File: src/design/dtbcd_pkg.sv
package dtbcd_pkg;

   // One input transaction: calendar date and time in plain binary
   typedef struct packed {
      logic [7:0]  second_in;
      logic [7:0]  minute_in;
      logic [7:0]  hour_in;
      logic [7:0]  day_in;
      logic [7:0]  month_in;
      logic [11:0] year_in;
   } req_type;

   // One result transaction: RTC time-keeping register image
   typedef struct packed {
      logic [6:0] seconds_bcd;
      logic [6:0] minutes_bcd;
      logic [5:0] hours_bcd;
      logic [2:0] weekday;
      logic [5:0] date_bcd;
      logic [4:0] month_bcd;
      logic [7:0] year_bcd;
   } rsp_type;

   // Saturation limits
   localparam logic [7:0]  SEC_MAX   = 8'd59;
   localparam logic [7:0]  MIN_MAX   = 8'd59;
   localparam logic [7:0]  HOUR_MAX  = 8'd23;
   localparam logic [7:0]  DAY_MAX   = 8'd31;
   localparam logic [7:0]  MON_MAX   = 8'd12;
   localparam logic [11:0] YEAR_LO   = 12'd2000;
   localparam logic [11:0] YEAR_HI   = 12'd2099;

   // Zeller: January and February count as months 13 and 14 of the prior year
   localparam logic [7:0]  MON_FEB       = 8'd2;
   localparam logic [3:0]  MON_SHIFT     = 4'd12;
   // Year 1999 splits into k = 99, j = 19
   localparam logic [6:0]  K_PREV_CENT   = 7'd99;
   // j/4 + 5*j for j = 19 and j = 20
   localparam logic [8:0]  CENT_TERM_19  = 9'd99;
   localparam logic [8:0]  CENT_TERM_20  = 9'd105;
   localparam logic [2:0]  WDAY_SAT      = 3'd7;

   // Packed BCD of a value 0..99; tens digit by reciprocal multiply (205/2048)
   function automatic logic [7:0] to_bcd(input logic [6:0] v);
      logic [14:0] prod;
      logic [3:0]  tens;
      logic [6:0]  ones;
      prod = 15'(v) * 15'd205;
      tens = prod[14:11];
      ones = v - 7'(tens) * 7'd10;
      return {tens, ones[3:0]};
   endfunction

   // floor(13 * (mm + 1) / 5) for mm = 3..14
   function automatic logic [5:0] month_term(input logic [3:0] mm);
      logic [5:0] t;
      case (mm)
         4'd3:    t = 6'd10;
         4'd4:    t = 6'd13;
         4'd5:    t = 6'd15;
         4'd6:    t = 6'd18;
         4'd7:    t = 6'd20;
         4'd8:    t = 6'd23;
         4'd9:    t = 6'd26;
         4'd10:   t = 6'd28;
         4'd11:   t = 6'd31;
         4'd12:   t = 6'd33;
         4'd13:   t = 6'd36;
         4'd14:   t = 6'd39;
         default: t = 6'd0;
      endcase
      return t;
   endfunction

   // Remainder by 7 for values up to 511; quotient by 293/2048
   function automatic logic [2:0] mod7(input logic [8:0] s);
      logic [17:0] prod;
      logic [6:0]  q;
      logic [8:0]  r;
      prod = 18'(s) * 18'd293;
      q    = prod[17:11];
      r    = s - 9'(q) * 9'd7;
      return r[2:0];
   endfunction

endpackage

File: src/design/datetime_to_bcd_rtc_image.sv
// Channel   Direction  Payload                  Handshake
// req_      in         dtbcd_pkg::req_type      req_valid / req_stall
// rsp_      out        dtbcd_pkg::rsp_type      rsp_valid / rsp_stall
//
// One transaction per cycle while rsp_stall is low; accepted transactions go
// via the input register and clamp/BCD/weekday logic to the result register.
// Synchronous active-high reset clears both valid flags; payloads are not reset.
// A stalled result holds in the result register while the input register still
// takes one more transaction; req_stall rises only when both registers are full.
module datetime_to_bcd_rtc_image (
   input  logic               clock,
   input  logic               reset,
   input  logic               req_valid,
   output logic               req_stall,
   input  dtbcd_pkg::req_type req_data,
   output logic               rsp_valid,
   input  logic               rsp_stall,
   output dtbcd_pkg::rsp_type rsp_data
);

   logic               s1_valid_ff, s1_valid_in;
   dtbcd_pkg::req_type s1_data_ff;
   logic               rsp_valid_ff, rsp_valid_in;
   dtbcd_pkg::rsp_type rsp_data_ff, rsp_data_in;
   logic               out_free;
   logic               req_take;

   logic [7:0]  sec_c, min_c, hr_c, day_c, mon_c;
   logic [11:0] yr_c;
   logic [6:0]  yoff;
   logic        early;
   logic [3:0]  mm;
   logic [6:0]  k;
   logic [8:0]  cent;
   logic [8:0]  zsum;
   logic [2:0]  h;
   logic [7:0]  sec_b, min_b, hr_b, day_b, mon_b, yr_b;

   // Handshake: result register frees when empty or being taken
   assign out_free  = !rsp_valid_ff || !rsp_stall;
   assign req_stall = s1_valid_ff && !out_free;
   assign req_take  = req_valid && !req_stall;

   assign s1_valid_in  = req_take || (s1_valid_ff && !out_free);
   assign rsp_valid_in = out_free ? s1_valid_ff : rsp_valid_ff;

   // Clamp fields from above, year from both sides
   always_comb begin
      sec_c = (s1_data_ff.second_in > dtbcd_pkg::SEC_MAX) ? dtbcd_pkg::SEC_MAX
                                                           : s1_data_ff.second_in;
      min_c = (s1_data_ff.minute_in > dtbcd_pkg::MIN_MAX) ? dtbcd_pkg::MIN_MAX
                                                           : s1_data_ff.minute_in;
      hr_c  = (s1_data_ff.hour_in > dtbcd_pkg::HOUR_MAX) ? dtbcd_pkg::HOUR_MAX
                                                          : s1_data_ff.hour_in;
      day_c = (s1_data_ff.day_in > dtbcd_pkg::DAY_MAX) ? dtbcd_pkg::DAY_MAX
                                                        : s1_data_ff.day_in;
      mon_c = (s1_data_ff.month_in > dtbcd_pkg::MON_MAX) ? dtbcd_pkg::MON_MAX
                                                          : s1_data_ff.month_in;
      if (s1_data_ff.year_in > dtbcd_pkg::YEAR_HI) begin
         yr_c = dtbcd_pkg::YEAR_HI;
      end else if (s1_data_ff.year_in < dtbcd_pkg::YEAR_LO) begin
         yr_c = dtbcd_pkg::YEAR_LO;
      end else begin
         yr_c = s1_data_ff.year_in;
      end
      yoff = 7'(yr_c - dtbcd_pkg::YEAR_LO);
   end

   // Zeller's congruence; months 0..2 belong to the previous year
   always_comb begin
      early = (mon_c <= dtbcd_pkg::MON_FEB);
      mm    = early ? (mon_c[3:0] + dtbcd_pkg::MON_SHIFT) : mon_c[3:0];
      if (early && (yoff == 7'd0)) begin
         k    = dtbcd_pkg::K_PREV_CENT;
         cent = dtbcd_pkg::CENT_TERM_19;
      end else begin
         k    = yoff - 7'(early);
         cent = dtbcd_pkg::CENT_TERM_20;
      end
      zsum = 9'(day_c) + 9'(dtbcd_pkg::month_term(mm)) + 9'(k) + 9'(k[6:2]) + cent;
      h    = dtbcd_pkg::mod7(zsum);
   end

   // BCD encode and build result
   always_comb begin
      sec_b = dtbcd_pkg::to_bcd(sec_c[6:0]);
      min_b = dtbcd_pkg::to_bcd(min_c[6:0]);
      hr_b  = dtbcd_pkg::to_bcd(hr_c[6:0]);
      day_b = dtbcd_pkg::to_bcd(day_c[6:0]);
      mon_b = dtbcd_pkg::to_bcd(mon_c[6:0]);
      yr_b  = dtbcd_pkg::to_bcd(yoff);
      rsp_data_in.seconds_bcd = sec_b[6:0];
      rsp_data_in.minutes_bcd = min_b[6:0];
      rsp_data_in.hours_bcd   = hr_b[5:0];
      // Zeller h = 0 is Saturday
      rsp_data_in.weekday     = (h == 3'd0) ? dtbcd_pkg::WDAY_SAT : h;
      rsp_data_in.date_bcd    = day_b[5:0];
      rsp_data_in.month_bcd   = mon_b[4:0];
      rsp_data_in.year_bcd    = yr_b;
   end

   // Valid flags
   always_ff @(posedge clock) begin
      if (reset) begin
         s1_valid_ff  <= 1'b0;
         rsp_valid_ff <= 1'b0;
      end else begin
         s1_valid_ff  <= s1_valid_in;
         rsp_valid_ff <= rsp_valid_in;
      end
   end

   // Payload registers
   always_ff @(posedge clock) begin
      if (req_take) begin
         s1_data_ff <= req_data;
      end
      if (out_free && s1_valid_ff) begin
         rsp_data_ff <= rsp_data_in;
      end
   end

   assign rsp_valid = rsp_valid_ff;
   assign rsp_data  = rsp_data_ff;

`ifndef SYNTHESIS
   // Input side stalls only with both registers full
   a_stall_full: assert property (@(posedge clock) disable iff (reset)
      req_stall |-> (s1_valid_ff && rsp_valid_ff))
      else $error("req_stall with a free register");

   // An accepted transaction lands in the input register
   a_take_s1: assert property (@(posedge clock) disable iff (reset)
      req_take |=> s1_valid_ff)
      else $error("accepted transaction lost");

   // A moving input register fills the result register
   a_move_rsp: assert property (@(posedge clock) disable iff (reset)
      (s1_valid_ff && out_free) |=> (rsp_valid_ff && (rsp_data_ff == $past(rsp_data_in))))
      else $error("transaction not moved to result register");

   // Weekday stays in 1..7
   a_wday: assert property (@(posedge clock) disable iff (reset)
      rsp_valid_ff |-> (rsp_data_ff.weekday != 3'd0))
      else $error("weekday zero");

   // Low BCD digits of seconds, date and year stay decimal
   a_bcd: assert property (@(posedge clock) disable iff (reset)
      rsp_valid_ff |-> ((rsp_data_ff.seconds_bcd[3:0] <= 4'd9)
                        && (rsp_data_ff.year_bcd[3:0] <= 4'd9)
                        && (rsp_data_ff.date_bcd[3:0] <= 4'd9)))
      else $error("BCD digit out of range");
`endif

endmodule

File: config.mk
export PLATFORM = sky130hd
export DESIGN_NAME = datetime_to_bcd_rtc_image
export DESIGN_NICKNAME = d
export VERILOG_FILES = /design/src/design/dtbcd_pkg.sv /design/src/design/datetime_to_bcd_rtc_image.sv
export SDC_FILE = /design/constraint.sdc
export NUM_CORES = 1
export LEC_CHECK = 0
export BUFFER_PORTS_ARGS = -buffer_cell sky130_fd_sc_hd__buf_4
export CAP_MARGIN = 0
export CORE_ASPECT_RATIO = 0.7
export CORE_MARGIN = 3
export CORE_UTILIZATION = 60
export CTS_BUF_LIST = sky130_fd_sc_hd__clkbuf_8
export CTS_CLUSTER_DIAMETER = 120
export DETAILED_ROUTE_END_ITERATION = 16
export PLACE_DENSITY = 0.82
export SKIP_CTS_REPAIR_TIMING = 1
export SYNTH_ARGS = -nofsm -noshare
export SYNTH_HDL_FRONTEND = slang
export SYNTH_SLANG_ARGS = --single-unit
export TNS_END_PERCENT = 10
File: constraint.sdc
create_clock -name clock -period 12.75 [get_ports clock]
set_input_delay 2.55 -clock clock [delete_from_list [all_inputs] [get_ports clock]]
set_output_delay 2.55 -clock clock [all_outputs]
set_load 0.01 [all_outputs]
[Word level (Yosys, flattened, before mapping)]
Memory sizes are Yosys's and may differ from the RTL's.
Index checks and enable logic that the tools add are counted.
Cells by class
  add/sub/neg operators: 14
  $mul: 14
  order comparisons: 8
  mux-type cells: 10
  reduce and logical (&&, ||, !) cells: 12
Operators with widths (count)
  multiplier 7 x 8 -> 15 bit, second input constant: 6
  two-way mux 7 bit: 6
  multiplier 4 x 3 -> 3 bit, second input constant: 6
  subtractor 4 bit: 6
  adder 9 x 7 -> 9 bit: 2
  multiplier 9 x 9 -> 18 bit, second input constant: 1
  > comparator 8 x 5 -> 1 bit, second input constant: 2
  > comparator 8 x 6 -> 1 bit, second input constant: 2
  two-way mux 8 bit: 2
  > comparator 12 bit, second input constant: 1
  < comparator 12 x 11 -> 1 bit, second input constant: 1
  adder 8 x 6 -> 9 bit: 1
  adder 9 x 5 -> 9 bit: 1
  > comparator 8 x 4 -> 1 bit, second input constant: 1
  <= comparator 8 x 2 -> 1 bit, second input constant: 1
  two-way mux 4 bit: 2
  zero test 7 bit: 1
  multiplier 7 x 3 -> 3 bit, second input constant: 1
  subtractor 7 x 1 -> 7 bit: 1
  subtractor 7 bit, second input constant: 1
  adder 4 bit, second input constant: 1
  logical AND 1 bit: 4
  zero test 1 bit: 4
  zero test 3 bit: 1
  2 further kinds: 3
Word-level totals
  flip-flop bits (word level): 96
  ROM bits: 96
  bits of input ports: 56
  output and inout bits: 44
  word-level logic and storage cells: 74
  memories kept: 1
Memory list
  (no name shown): depth 16, width 6, rd ports 1, clocked after Yosys merged registers in 0, write ports 0, RTL line dtbcd_pkg.sv:57  | case (mm)

[Depth between registers and ports, before layout]
  depth after elaboration: 14
  mapped depth: 47
  mapped depth without buffers: 47

[Worst setup path after synthesis]
OpenSTA, ideal clock, no wires.
  kind: register to register
  start point: register s1_data_ff[18] in the netlist's numbering
  end point: register rsp_data_ff, in the netlist rsp_data[19] (data pin)
  library setup time: 254 ps
  arrival: 9831 ps
  data required time: 12496 ps
  path slack: 2665 ps
  stages on the path, launching flop included: 45
  buffers on the path: 0
  period minus slack after synthesis: 10085 ps
  path through: edfxtp_1 or4_1 nor2_1 ha_1 nand2_2 a32oi_4 inv_1 ha_1 ha_1 o21ai_0 xor2_1 or2_2 inv_1 fa_1 inv_1 fa_1 fa_1 inv_1 [... 9 more ...] fa_1 fa_1 inv_1 ha_1 or2_2 a21oi_1 a21oi_1 a21oi_1 xnor2_1 xnor2_1 fa_1 xnor2_1 xnor2_1 xnor2_1 xnor2_1 xnor2_1 xnor2_1 a21o_1
On the way
  longest elaborated chain between the ends: 13
  elaborated cells between the ends (all ways): 18
  classes of those cells: 7 x add/sub; 2 x mul; 2 x order compare; 4 x mux; 2 x reduce/logical; 1 x memory
RTL lines
  from (decl): RTL line datetime_to_bcd_rtc_image.sv:22  | dtbcd_pkg::req_type s1_data_ff;
  from (signal assigned): RTL line datetime_to_bcd_rtc_image.sv:116  | s1_data_ff <= req_data;
  > comparator 8 x 4 -> 1 bit: RTL line datetime_to_bcd_rtc_image.sv:57  | mon_c = (s1_data_ff.month_in > dtbcd_pkg::MON_MAX) ? dtbcd_pkg::MON_MAX
  two-way mux 8 bit *: RTL line datetime_to_bcd_rtc_image.sv:57
  <= comparator 8 x 2 -> 1 bit or adder 4 bit (tied branches): RTL line datetime_to_bcd_rtc_image.sv:71, datetime_to_bcd_rtc_image.sv:72
  two-way mux 4 bit: RTL line datetime_to_bcd_rtc_image.sv:72  | mm = early ? (mon_c[3:0] + dtbcd_pkg::MON_SHIFT) : mon_c[3:0];
  memory read (16 x 6 bit)
  adder 8 x 6 -> 9 bit: RTL line datetime_to_bcd_rtc_image.sv:80  | zsum = 9'(day_c) + 9'(dtbcd_pkg::month_term(mm)) + 9'(k) + 9'(k[6:2]) + cent;
  adder 9 x 7 -> 9 bit: RTL line datetime_to_bcd_rtc_image.sv:80
  adder 9 x 5 -> 9 bit: RTL line datetime_to_bcd_rtc_image.sv:80
  adder 9 x 7 -> 9 bit *: RTL line datetime_to_bcd_rtc_image.sv:80
  multiplier 9 x 9 -> 18 bit: RTL line dtbcd_pkg.sv:80  | prod = 18'(s) * 18'd293;
  multiplier 7 x 3 -> 3 bit: RTL line dtbcd_pkg.sv:82  | r = s - 9'(q) * 9'd7;
  subtractor 3 bit *: RTL line dtbcd_pkg.sv:82
  zero test 3 bit: RTL line datetime_to_bcd_rtc_image.sv:96  | rsp_data_in.weekday = (h == 3'd0) ? dtbcd_pkg::WDAY_SAT : h;
  to (signal assigned): RTL line datetime_to_bcd_rtc_image.sv:119  | rsp_data_ff <= rsp_data_in;
  to (decl): RTL line datetime_to_bcd_rtc_image.sv:24  | dtbcd_pkg::rsp_type rsp_data_ff, rsp_data_in;
Mark *: on every way between the ends. The rest lies on a longest branch, timed or not.
A chain may end at the register's enable or synchronous reset.

[Worst setup path in the final report]
  start point: register s1_data_ff[8] in the netlist's numbering
  end point: register rsp_data_ff, in the netlist rsp_data[21] (data pin)
On the way
  longest elaborated chain between the ends: 14
  elaborated cells between the ends (all ways): 17
  classes of those cells: 6 x add/sub; 2 x mul; 2 x order compare; 4 x mux; 3 x reduce/logical
RTL lines
  < comparator 12 x 11 -> 1 bit: RTL line datetime_to_bcd_rtc_image.sv:61  | end else if (s1_data_ff.year_in < dtbcd_pkg::YEAR_LO) begin
  two-way mux 7 bit: RTL line datetime_to_bcd_rtc_image.sv:61
  two-way mux 7 bit *: RTL line datetime_to_bcd_rtc_image.sv:59  | if (s1_data_ff.year_in > dtbcd_pkg::YEAR_HI) begin
  subtractor 7 bit *: RTL line datetime_to_bcd_rtc_image.sv:66  | yoff = 7'(yr_c - dtbcd_pkg::YEAR_LO);
  branches (longest 5 deep; another with adder 9 x 7 -> 9 bit)
  adder 9 x 7 -> 9 bit *: RTL line datetime_to_bcd_rtc_image.sv:80
  multiplier 9 x 9 -> 18 bit: RTL line dtbcd_pkg.sv:80
  multiplier 7 x 3 -> 3 bit: RTL line dtbcd_pkg.sv:82
  subtractor 3 bit *: RTL line dtbcd_pkg.sv:82
  zero test 3 bit: RTL line datetime_to_bcd_rtc_image.sv:96
Every way passes the cells marked *.

==> impl_metrics.yaml <==
cts:
  clockBufferDepth: 2
  ctsHtreeMaxLevel: 3
  cts_buffers: 9
  cts_root_buffer: "clkbuf_8"
  clk-insertion-delay-late_ns: 0.37
  cts.sinks: 96
  cts_tree: "yes"
  clk_pin_slew_ns: 0.10
floorplanning:
  pin_count: 100
  floorplan.initialDensity_pct: 62.8
  rows: 39
  fp.dieH_um: 117
  core_um2: 16700
  die_area_um2: 19200
  die_w_um: 164
grt:
  grt_remaining_overflow: 0
  grt_max_degree: 53
  grt_antenna_before_repair: 0
  grt_first_pass_wirelength_mm: 33.1
  grt_use_total_pct: 21.8
  grt_pass1_vias: 7018
worst_setup_path:
  crit_type: "flip-flop to flip-flop"
  crit_slowest_cell: "fa_1"
  worstSetupStartpointType: "flip-flop"
  crit_fanout: 6
  crit_buf_inv: 6
  cp-end-kind: "flip-flop"
  critPathArrivalTime_ns: 11.33
  critPathTopFamily: "adder cells"
  crit_required_ns: 12.86
  slowest_delay_ns: 0.55
outcome:
  status: "completed"
timing:
  finalCriticalPeriod_ns: 11.22
  skew_ns: 0.0140
  tightest_slew_ns: 0.867
  finalSetupTns_ns: 0
  setup_viol: 0
  min_period_over_period_pct: 88.0
  clock.fmax_mhz: 89.1
  max_slew_margin_pct: 41.6
  slew_viol_final: 0
  rsz0062_at_grt: "no"
  finalHoldViolCount: 0
detailed_routing:
  wl_mm: 19.6
  ant_nets: 0
  wl_per_cell_um: 15.0
  avgViaCountPerCell: 5.23
  drt_iter0_drc: 253
  vias: 6836
  first_pass_iters: 4
  remaining_drc_errors: 0
yosys:
  synthArstFlopShare_pct: 0
  synth_area_um2: 10500
  ys_seq_area_share_pct: 27.2
  synth_edf_count: 94
  synth_area_per_cell_um2: 11.2
  yosys_warnings: 0
  synth_cell_types: 60
  postSynthCellCount: 935
  ys_dominant_reg_cell: "edfxtp_1"
  synth_seq_cells: 96
finish:
  postLayoutCoreUtil_pct: 70.8
  antennaDiodeCount: 0
  syn2layout_area_growth_pct: 12.8
  drive_gt1_share_pct: 13.1
  nNetsFinal: 1479
placed_design:
  io_buffers: 99
  post-dp-hpwl_mm: 16.6
  gp_congestion: 0.942
hold_path:
  holdCritPathClass: "flip-flop to flip-flop"
run:
  cap_violations: 0
## Yosys cell counts, drive strengths merged, types with 3 or more instances
library cell	count	area [um^2]
ha	271	3390
inv	185	694
edfxtp	94	2820
fa	74	1480
xnor2	54	473
nor2	33	124
a21oi	29	145
nand2	18	70.1
o21ai	17	85.1
xor2	17	149
nor3	12	60.1
or2	12	75.1
a21o	11	82.6
and3	11	68.8
nand2b	11	71.3
nand3	10	55.1
or3	10	62.6
o21a	6	45.0
o21bai	6	45.0
a2111oi	4	53.8
nor2b	4	25.0
o211ai	4	30.0
a31oi	3	18.8
nand4	3	18.8
## logic make-up (layout without fill, tap and decap cells)
logic type,count (synthesis),in the layout,synth area share [%]
other,2,34,0.0715
flip-flops,96,96,27.2
AND/OR/NAND/NOR,133,133,6.77
multiplexers,3,3,0.417
AO/OA/AOI/OAI,99,99,6.58
XOR/XNOR,71,71,5.92
adder cells (fa/ha/maj),345,345,46.4
buffers and inverters,186,302,6.64
## layout make-up
cell class | instances | area (um^2)
multi-input cells | 685 | 7090
clock inverters | 7 | 47.5
flip-flops and latches | 96 | 2860
clock buffers | 9 | 124
inverters | 185 | 694
repair buffers | 101 | 758
well taps | 225 | 282
fillers | 1201 | 4880
## layer usage
metal	routed length [um]	global-route usage (%)	vias up
met5	0	0	-
met4	139	2.70	0
met3	1040	3.83	12
met2	8860	36.5	156
met1	9520	30.8	3220
li1	-	-	3448
## worst reg2reg max path, delay by kind of cell (launching register included)
| kind | cells | cell delay [ns] |
|---|---|---|
| AO/OA/AOI/OAI | 7 | 1.00 |
| XOR/XNOR | 9 | 2.05 |
| adder cells (fa/ha/maj) | 13 | 4.69 |
| buffers and inverters | 6 | 0.39 |
| flip-flops | 1 | 0.43 |
| AND/OR/NAND/NOR | 8 | 2.41 |
## state kept, by name (all words and copies together) (netlist names)
| name | count |
|---|---|
| rsp_data | 42 |
| s1_data_ff | 52 |
| s1_valid_ff | 1 |
| rsp_valid | 1 |
## path summary, 6_finish.rpt
kind              cells after the start            to  slack [ns]          start
hold reg to reg                       2     rsp_valid        0.51    s1_valid_ff
setup / recovery                     43  rsp_data[21]        1.53  s1_data_ff[8]
hold / removal                        2     rsp_valid        0.51    s1_valid_ff
setup reg to reg                     43  rsp_data[21]        1.53  s1_data_ff[8]
## through the flow
stage / std cells / hold WS [ns] / area [um^2] / worst slack [ns]
floorplan: 967 / 0.444 / 10600 / 2.66
global placement: 1292 / 0.479 / 11700 / 2.12
detailed placement: 1292 / 0.488 / 11700 / 1.63
CTS: 1308 / 0.509 / 11900 / 1.58
global route: 1308 / 0.554 / 11900 / 0.478
finish: 1308 / 0.509 / 11900 / 1.53
## placed cells by master (no fill, tap or decap), types with 2 or more instances in the layout
cell,Yosys,layout
dfxtp_1,2,2
nand4_1,3,3
inv_1,184,185
a21o_1,11,11
nand2_1,17,17
nand3_1,9,9
o21ai_0,13,13
nor2_1,33,33
a31o_2,2,2
ha_1,271,271
a31oi_1,3,3
edfxtp_1,94,94
nor2b_1,4,3
o211ai_1,4,4
clkinvlp_4,0,4
and3_1,11,11
nand2b_1,10,10
buf_4,0,101
nor3b_1,2,2
a41oi_1,2,2
o21ai_1,4,4
fa_1,74,74
xor2_1,17,17
conb_1,2,34
clkbuf_8,0,9
o21a_1,6,6
xnor2_1,54,54
o21bai_1,6,6
a2bb2oi_1,2,2
or3_1,10,10
or2_2,12,12
a2111oi_0,3,3
a21oi_1,29,29
nor3_1,12,12
Power is left out: the tool's default activity adds up to more than one toggle a clock period on the data nets, which glitch-free logic cannot reach.
